--- src/rtl/bfdh_pkg.sv ---
// ----------------------------------------------------------------------------
// Bloom filter double hash package
// Shared widths, codes, state encoding and control/status bundles.
// ----------------------------------------------------------------------------
package bfdh_pkg;

   localparam int HASH_W     = 64;
   localparam int MOD_W      = 17;
   localparam int PC_W       = 5;
   localparam int CSR_IDX_W  = 2;
   localparam int CSR_DATA_W = 17;

   localparam int DEF_MAX_BITS   = 65536;
   localparam int DEF_MAX_PROBES = 16;
   localparam int MIN_PROBES     = 2;
   localparam int RESET_PROBES   = 2;
   localparam int RESET_BITS     = 65536;

   // Residues are built four hash bits per cycle.
   localparam int DIG_BITS  = 4;
   localparam int DIG_N     = HASH_W / DIG_BITS;
   localparam int DIG_CNT_W = $clog2(DIG_N);

   localparam logic CMD_INSERT = 1'b0;
   localparam logic CMD_QUERY  = 1'b1;

   localparam logic [CSR_IDX_W-1:0] CSR_PROBE_COUNT = 2'd0;
   localparam logic [CSR_IDX_W-1:0] CSR_FILTER_BITS = 2'd1;

   typedef enum logic [5:0] {
      ST_CLEAR  = 6'b000001,
      ST_IDLE   = 6'b000010,
      ST_DIV    = 6'b000100,
      ST_FIX    = 6'b001000,
      ST_PROBE  = 6'b010000,
      ST_FINISH = 6'b100000
   } state_type;

   typedef struct packed {
      logic clear_step;
      logic load;
      logic div_step;
      logic fix;
      logic probe_wr;
      logic probe_rd;
   } dp_cmd_type;

   typedef struct packed {
      logic clear_last;
      logic div_last;
      logic issue_done;
      logic rd_pending;
      logic miss;
   } dp_stat_type;

endpackage

--- src/rtl/bfdh_ctrl.sv ---
// ----------------------------------------------------------------------------
// Bloom filter double hash controller
// Sequences clearing, residue build, probing and result delivery.
// ----------------------------------------------------------------------------
module bfdh_ctrl (
   input  logic                  clock,
   input  logic                  reset,
   input  logic                  req_valid,
   output logic                  req_stall,
   input  logic                  req_cmd,
   output logic                  rsp_valid,
   input  logic                  rsp_stall,
   output logic                  rsp_found,
   output bfdh_pkg::dp_cmd_type  cmd,
   input  bfdh_pkg::dp_stat_type stat
);

   bfdh_pkg::state_type state_ff, state_in;
   logic rsp_valid_ff, rsp_valid_in;
   logic rsp_found_ff, rsp_found_in;
   logic query_ff, query_in;
   logic found_ff, found_in;

   always_comb begin
      state_in     = state_ff;
      query_in     = query_ff;
      found_in     = found_ff;
      rsp_found_in = rsp_found_ff;
      rsp_valid_in = rsp_valid_ff && rsp_stall;
      cmd          = '0;

      unique case (state_ff)
         bfdh_pkg::ST_CLEAR: begin
            cmd.clear_step = 1'b1;
            if (stat.clear_last) begin
               state_in = bfdh_pkg::ST_IDLE;
            end
         end
         bfdh_pkg::ST_IDLE: begin
            if (req_valid) begin
               cmd.load = 1'b1;
               query_in = (req_cmd == bfdh_pkg::CMD_QUERY);
               state_in = bfdh_pkg::ST_DIV;
            end
         end
         bfdh_pkg::ST_DIV: begin
            cmd.div_step = 1'b1;
            if (stat.div_last) begin
               state_in = bfdh_pkg::ST_FIX;
            end
         end
         bfdh_pkg::ST_FIX: begin
            cmd.fix  = 1'b1;
            state_in = bfdh_pkg::ST_PROBE;
         end
         bfdh_pkg::ST_PROBE: begin
            cmd.probe_wr = !query_ff;
            cmd.probe_rd = query_ff;
            if (stat.miss) begin
               found_in = 1'b0;
               state_in = bfdh_pkg::ST_FINISH;
            end else if (stat.issue_done && !stat.rd_pending) begin
               found_in = query_ff;
               state_in = bfdh_pkg::ST_FINISH;
            end
         end
         bfdh_pkg::ST_FINISH: begin
            if (!rsp_valid_ff || !rsp_stall) begin
               rsp_valid_in = 1'b1;
               rsp_found_in = found_ff;
               state_in     = bfdh_pkg::ST_IDLE;
            end
         end
         default: begin
            state_in = bfdh_pkg::ST_CLEAR;
         end
      endcase
   end

   assign req_stall = (state_ff != bfdh_pkg::ST_IDLE);
   assign rsp_valid = rsp_valid_ff;
   assign rsp_found = rsp_found_ff;

   always_ff @(posedge clock) begin
      if (reset) begin
         state_ff     <= bfdh_pkg::ST_CLEAR;
         rsp_valid_ff <= 1'b0;
      end else begin
         state_ff     <= state_in;
         rsp_valid_ff <= rsp_valid_in;
      end
   end

   always_ff @(posedge clock) begin
      rsp_found_ff <= rsp_found_in;
      query_ff     <= query_in;
      found_ff     <= found_in;
   end

endmodule

--- config.mk ---
export PLATFORM = sky130hd
export DESIGN_NAME = bfdh_ctrl
export DESIGN_NICKNAME = d
export VERILOG_FILES = /design/src/rtl/bfdh_pkg.sv /design/src/rtl/bfdh_ctrl.sv
export SDC_FILE = /design/constraint.sdc
export NUM_CORES = 1
export LEC_CHECK = 0
export ABC_AREA = 0
export BUFFER_PORTS_ARGS = -buffer_cell sky130_fd_sc_hd__buf_2
export CAP_MARGIN = 25
export CORE_AREA = 8 8 45 47
export DETAILED_ROUTE_END_ITERATION = 10
export DIE_AREA = 0 0 53 55
export GPL_TIMING_DRIVEN = 0
export PLACE_DENSITY = 0.76
export SYNTH_ARGS = -nofsm -noshare
export SYNTH_HDL_FRONTEND = slang
export SYNTH_SLANG_ARGS = --single-unit
--- constraint.sdc ---
create_clock -name clock -period 2.15 [get_ports clock]
set_input_delay 0.43 -clock clock [delete_from_list [all_inputs] [get_ports clock]]
set_output_delay 0.43 -clock clock [all_outputs]
set_load 0.02 [all_outputs]
# After elaboration in Yosys (flattened, before gate mapping)
# Index checks and enable logic that the tools add are counted.
dict set report totals {
  ff_bits 10
  word_cells 45
}
dict set report op_classes {
  n_eq_ne 12
  mux 16
  reduce_logical 12
}
# operator count
set op_table {}
lappend op_table {{two-way mux 6 bit} 6}
lappend op_table {{case mux 6 bit (6 select lines)} 1}
lappend op_table {{two-way mux 1 bit} 8}
lappend op_table {{!= test 2 bit, second input constant} 4}
lappend op_table {{equality test 6 x 1 -> 1 bit, second input constant} 1}
lappend op_table {{equality test 6 x 2 -> 1 bit, second input constant} 1}
lappend op_table {{equality test 6 x 3 -> 1 bit, second input constant} 1}
lappend op_table {{equality test 6 x 4 -> 1 bit, second input constant} 1}
lappend op_table {{equality test 6 x 5 -> 1 bit, second input constant} 1}
lappend op_table {{equality test 6 bit, second input constant} 1}
lappend op_table {{!= test 6 x 2 -> 1 bit, second input constant} 1}
lappend op_table {{AND reduction 2 bit} 3}
lappend op_table {{AND reduction 5 bit} 1}
lappend op_table {{logical NOT 1 bit} 4}
lappend op_table {{!= test 3 bit, second input constant} 1}
lappend op_table {{logical AND 1 bit} 2}
lappend op_table {{two-way mux 2 bit} 1}
lappend op_table {{nonzero test 2 bit} 1}
lappend op_table {{logical OR 1 bit} 1}

# Longest topological paths before layout
dict set report depth {
  word_depth 5
  mapped_depth 4
}

# Least setup slack after synthesis
# Ideal clock, no wire load.
dict set report synth_path {
  kind {register -> output}
  start {register state_ff[1]}
  end {output port cmd[0] (netlist name)}
  t_arrival_ps 1284
  setup_slack_ps 436
  path_stages_with_launch 4
  cell_sequence {dfxtp_1 -> nor4_1 -> nand2_1 -> nor2_1}
}
# element line_no
set synth_rtl {}
lappend synth_rtl {{start, declared} bfdh_ctrl.sv:18} ;# bfdh_pkg::state_type state_ff, state_in;
lappend synth_rtl {{start signal, assigned} bfdh_ctrl.sv:86} ;# state_ff <= bfdh_pkg::ST_CLEAR;
lappend synth_rtl {{start signal, assigned} bfdh_ctrl.sv:89} ;# state_ff <= state_in;
lappend synth_rtl {{end, declared} bfdh_ctrl.sv:14} ;# output bfdh_pkg::dp_cmd_type cmd,

==> metrics.yaml <==
outcome:
  status: "complete, no violations"
setup_path:
  r2r_start: "state_ff[5]"
  crit_start: "state_ff[5]"
  reg2reg_depth: 4
  r2r-end: "state_ff[2]"
  crit_type: "reg2out"
  start_kind: "register"
  cp.arrival_ps: 1610
  endpoint_kind: "output port"
  crit_path_end: "cmd[2]"
  crit_fanout: 4
  worstPathRequired_ps: 1720
  reg2reg_slack_ps: 390
die:
  die_y_um: 55
  die-area_sq_mm: 0.00292
  rows: 14
  start_util_pct: 39.0
  io_pins: 19
  coreArea_sq_mm: 0.00138
  fp.dieW_um: 53
synthesis:
  synth_area_sq_um: 539
  async_flop_share_pct: 0
  syn_nets: 71
  synthCells: 61
  yosys-top-cells-area: "dfxtp_1 26%, edfxtp_1 17%, nor2_1 6.3%"
  yosysTopAreaCellShare_pct: 26.0
  synth_flop_cell: "dfxtp_1"
  yosysTopAreaCell: "dfxtp_1"
  synth_common_cells: "9 x nor2_1, 7 x dfxtp_1, 6 x inv_1, 4 x nand2_1"
  synth_enable_flop_cells: 3
  yosysUniqueCellTypes: 27
  synth_most_common_cell: "nor2_1"
  yosysWarnings: 0
  yosysSeqAreaShare_pct: 42.7
  synth-seq-cells: 10
  avgSynthCellArea_sq_um: 8.84
finish:
  drive_gt1_share_pct: 32.5
  layout.nets: 94
  syn_to_final_growth_pct: 27.6
  n_antenna_cell: 0
route:
  viasPerCell: 5.52
  ant_nets: 0
  avgRoutedWirePerCell_um: 13.2
  drtIter0Drc: 10
  drc: 0
  drtPass1Iterations: 5
  dr_total_vias: 546
  wirelength_mm: 1.30
sta:
  fin_crit_ps: 2040
  worst-slew-pin-transition_ps: 396
  slew_violations: 0
  fin_crit_sh_pct: 94.7
  tns_ps: 0
  hold_viol_final: 0
  slew_headroom_pct: 73.4
  max_freq_mhz: 491
  setup_viol: 0
  skew_ps: 3.86
  rsz0062_at_grt: "no"
cts:
  cts.sinks: 10
  clkTransAtPathRegs_ps: 70
  clock_latency_ps: 270
  cts_buffers: 3
  holdBufCountCts: 0
  post-cts-setup-buffer-count: 0
  clock_path_buffers: 2
  clock-root-buffer: "clkbuf_4"
  h-tree-depth: 1
  cts_tree: "done"
pwr:
  ir_drop_mv: 0.397
  finalPower_mw: 0.565
  leakage_nw: 0.307
  p_per_area_mw_per_mm2: 822
global_routing:
  grt_pass1_vias: 470
  grt_pass1_wl_mm: 1.89
  overflow: 0
  grt_max_degree: 8
  antenna_found_initial: 0
  grt.total_usage_pct: 9.22
placed_design:
  port_buffers: 18
  dpl.hpwl_um: 999
  gp_congestion: 0.865
run:
  maxCapViolCount: 0
hold_path:
  hold_class: "in2reg"
cell type report:
| cell class | count | area, sq um |
|---|---|---|
| well taps | 16 | 20.0 |
| clock buffers | 4 | 26.3 |
| multi-input cells | 45 | 299 |
| repair buffers | 18 | 90.1 |
| flip-flops and latches | 10 | 230 |
| inverters | 6 | 22.5 |
| fillers | 137 | 696 |
registers in the layout, summed over array words and instances, names as in the netlist:
name	count
rsp_found	1
query_ff	1
found_ff	1
state_ff	6
rsp_valid	1
layer usage:
metal / part of all wire (%) / global-route usage [%] / wire length, um
met5: 0 / 0 / 0
met4: 3.9 / 9.05 / 51
met3: 7.7 / 3.48 / 100
met2: 44 / 12.9 / 574
met1: 44 / 10.4 / 577
worst max-delay path, cell delays in order (launching register included):
cell,delay (ps)
dfxtp_1,330
or4_4,540
or2_1,250
inv_1,50
buf_2,150
how the worst min path moves through the flow:
stage,from,to,slack (ps),cells after the start
floorplan,found_ff,rsp_found,400,0
global placement,found_ff,rsp_found,410,0
detailed placement,found_ff,rsp_found,410,0
CTS,req_cmd,query_ff,320,1
global route,req_cmd,query_ff,310,1
finish,req_cmd,query_ff,330,1
cells in the final DEF (no fill, tap or decap):
cell type / count
a311oi_2: 1
nand3_1: 3
nand4b_1: 1
nor4b_1: 1
nor3_1: 1
nor4_1: 1
or2_1: 1
buf_2: 18
o21a_1: 2
nor4b_2: 1
a311oi_1: 1
or3_4: 1
nor2b_1: 2
a41oi_1: 1
a31oi_1: 1
edfxtp_1: 3
dfxtp_1: 7
o21ai_0: 1
o211a_1: 1
nand2b_1: 3
nor4_2: 1
a21oi_1: 3
and2b_1: 1
nand4_1: 1
clkbuf_4: 3
inv_1: 6
or4_4: 1
nand2_1: 4
clkbuf_1: 1
and3_4: 1
a311o_1: 1
nor2_1: 9
cells by family (layout without fill, tap and decap cells):
kind of cell    count (synthesis)  in the layout  share of synthesized area, %
flops                          10             10                          42.7
buf+inv                         6             28                          4.18
compound gates                 12             12                          17.4
simple gates                   33             33                          35.7
report_power, final:
group	switching [mW]	leakage (nW)	internal (mW)
Clock	0.0685	0.0150	0.0720
Combinational	0.100	0.208	0.0866
Sequential	0.0271	0.0841	0.211
Total	0.196	0.307	0.370
metrics by stage:
step	setup slack (ps)	hold WS (ps)	cell area (sq um)	util [%]	instances
4_1_cts	102	323	682	49.3	99
3_5_place_dp	282	406	649	46.9	95
5_1_grt	51.1	312	688	49.7	99
2_1_floorplan	436	400	539	-	61
6_report	114	328	688	49.7	99
3_3_place_gp	317	406	649	46.9	95
what timing repair did:
action / in CTS / in global routing
resized for setup: 1 / 1
gates cloned: 0 / 0
endpoints found under the setup margin: 2 / 1
Power figures use the tool's default switching activity.
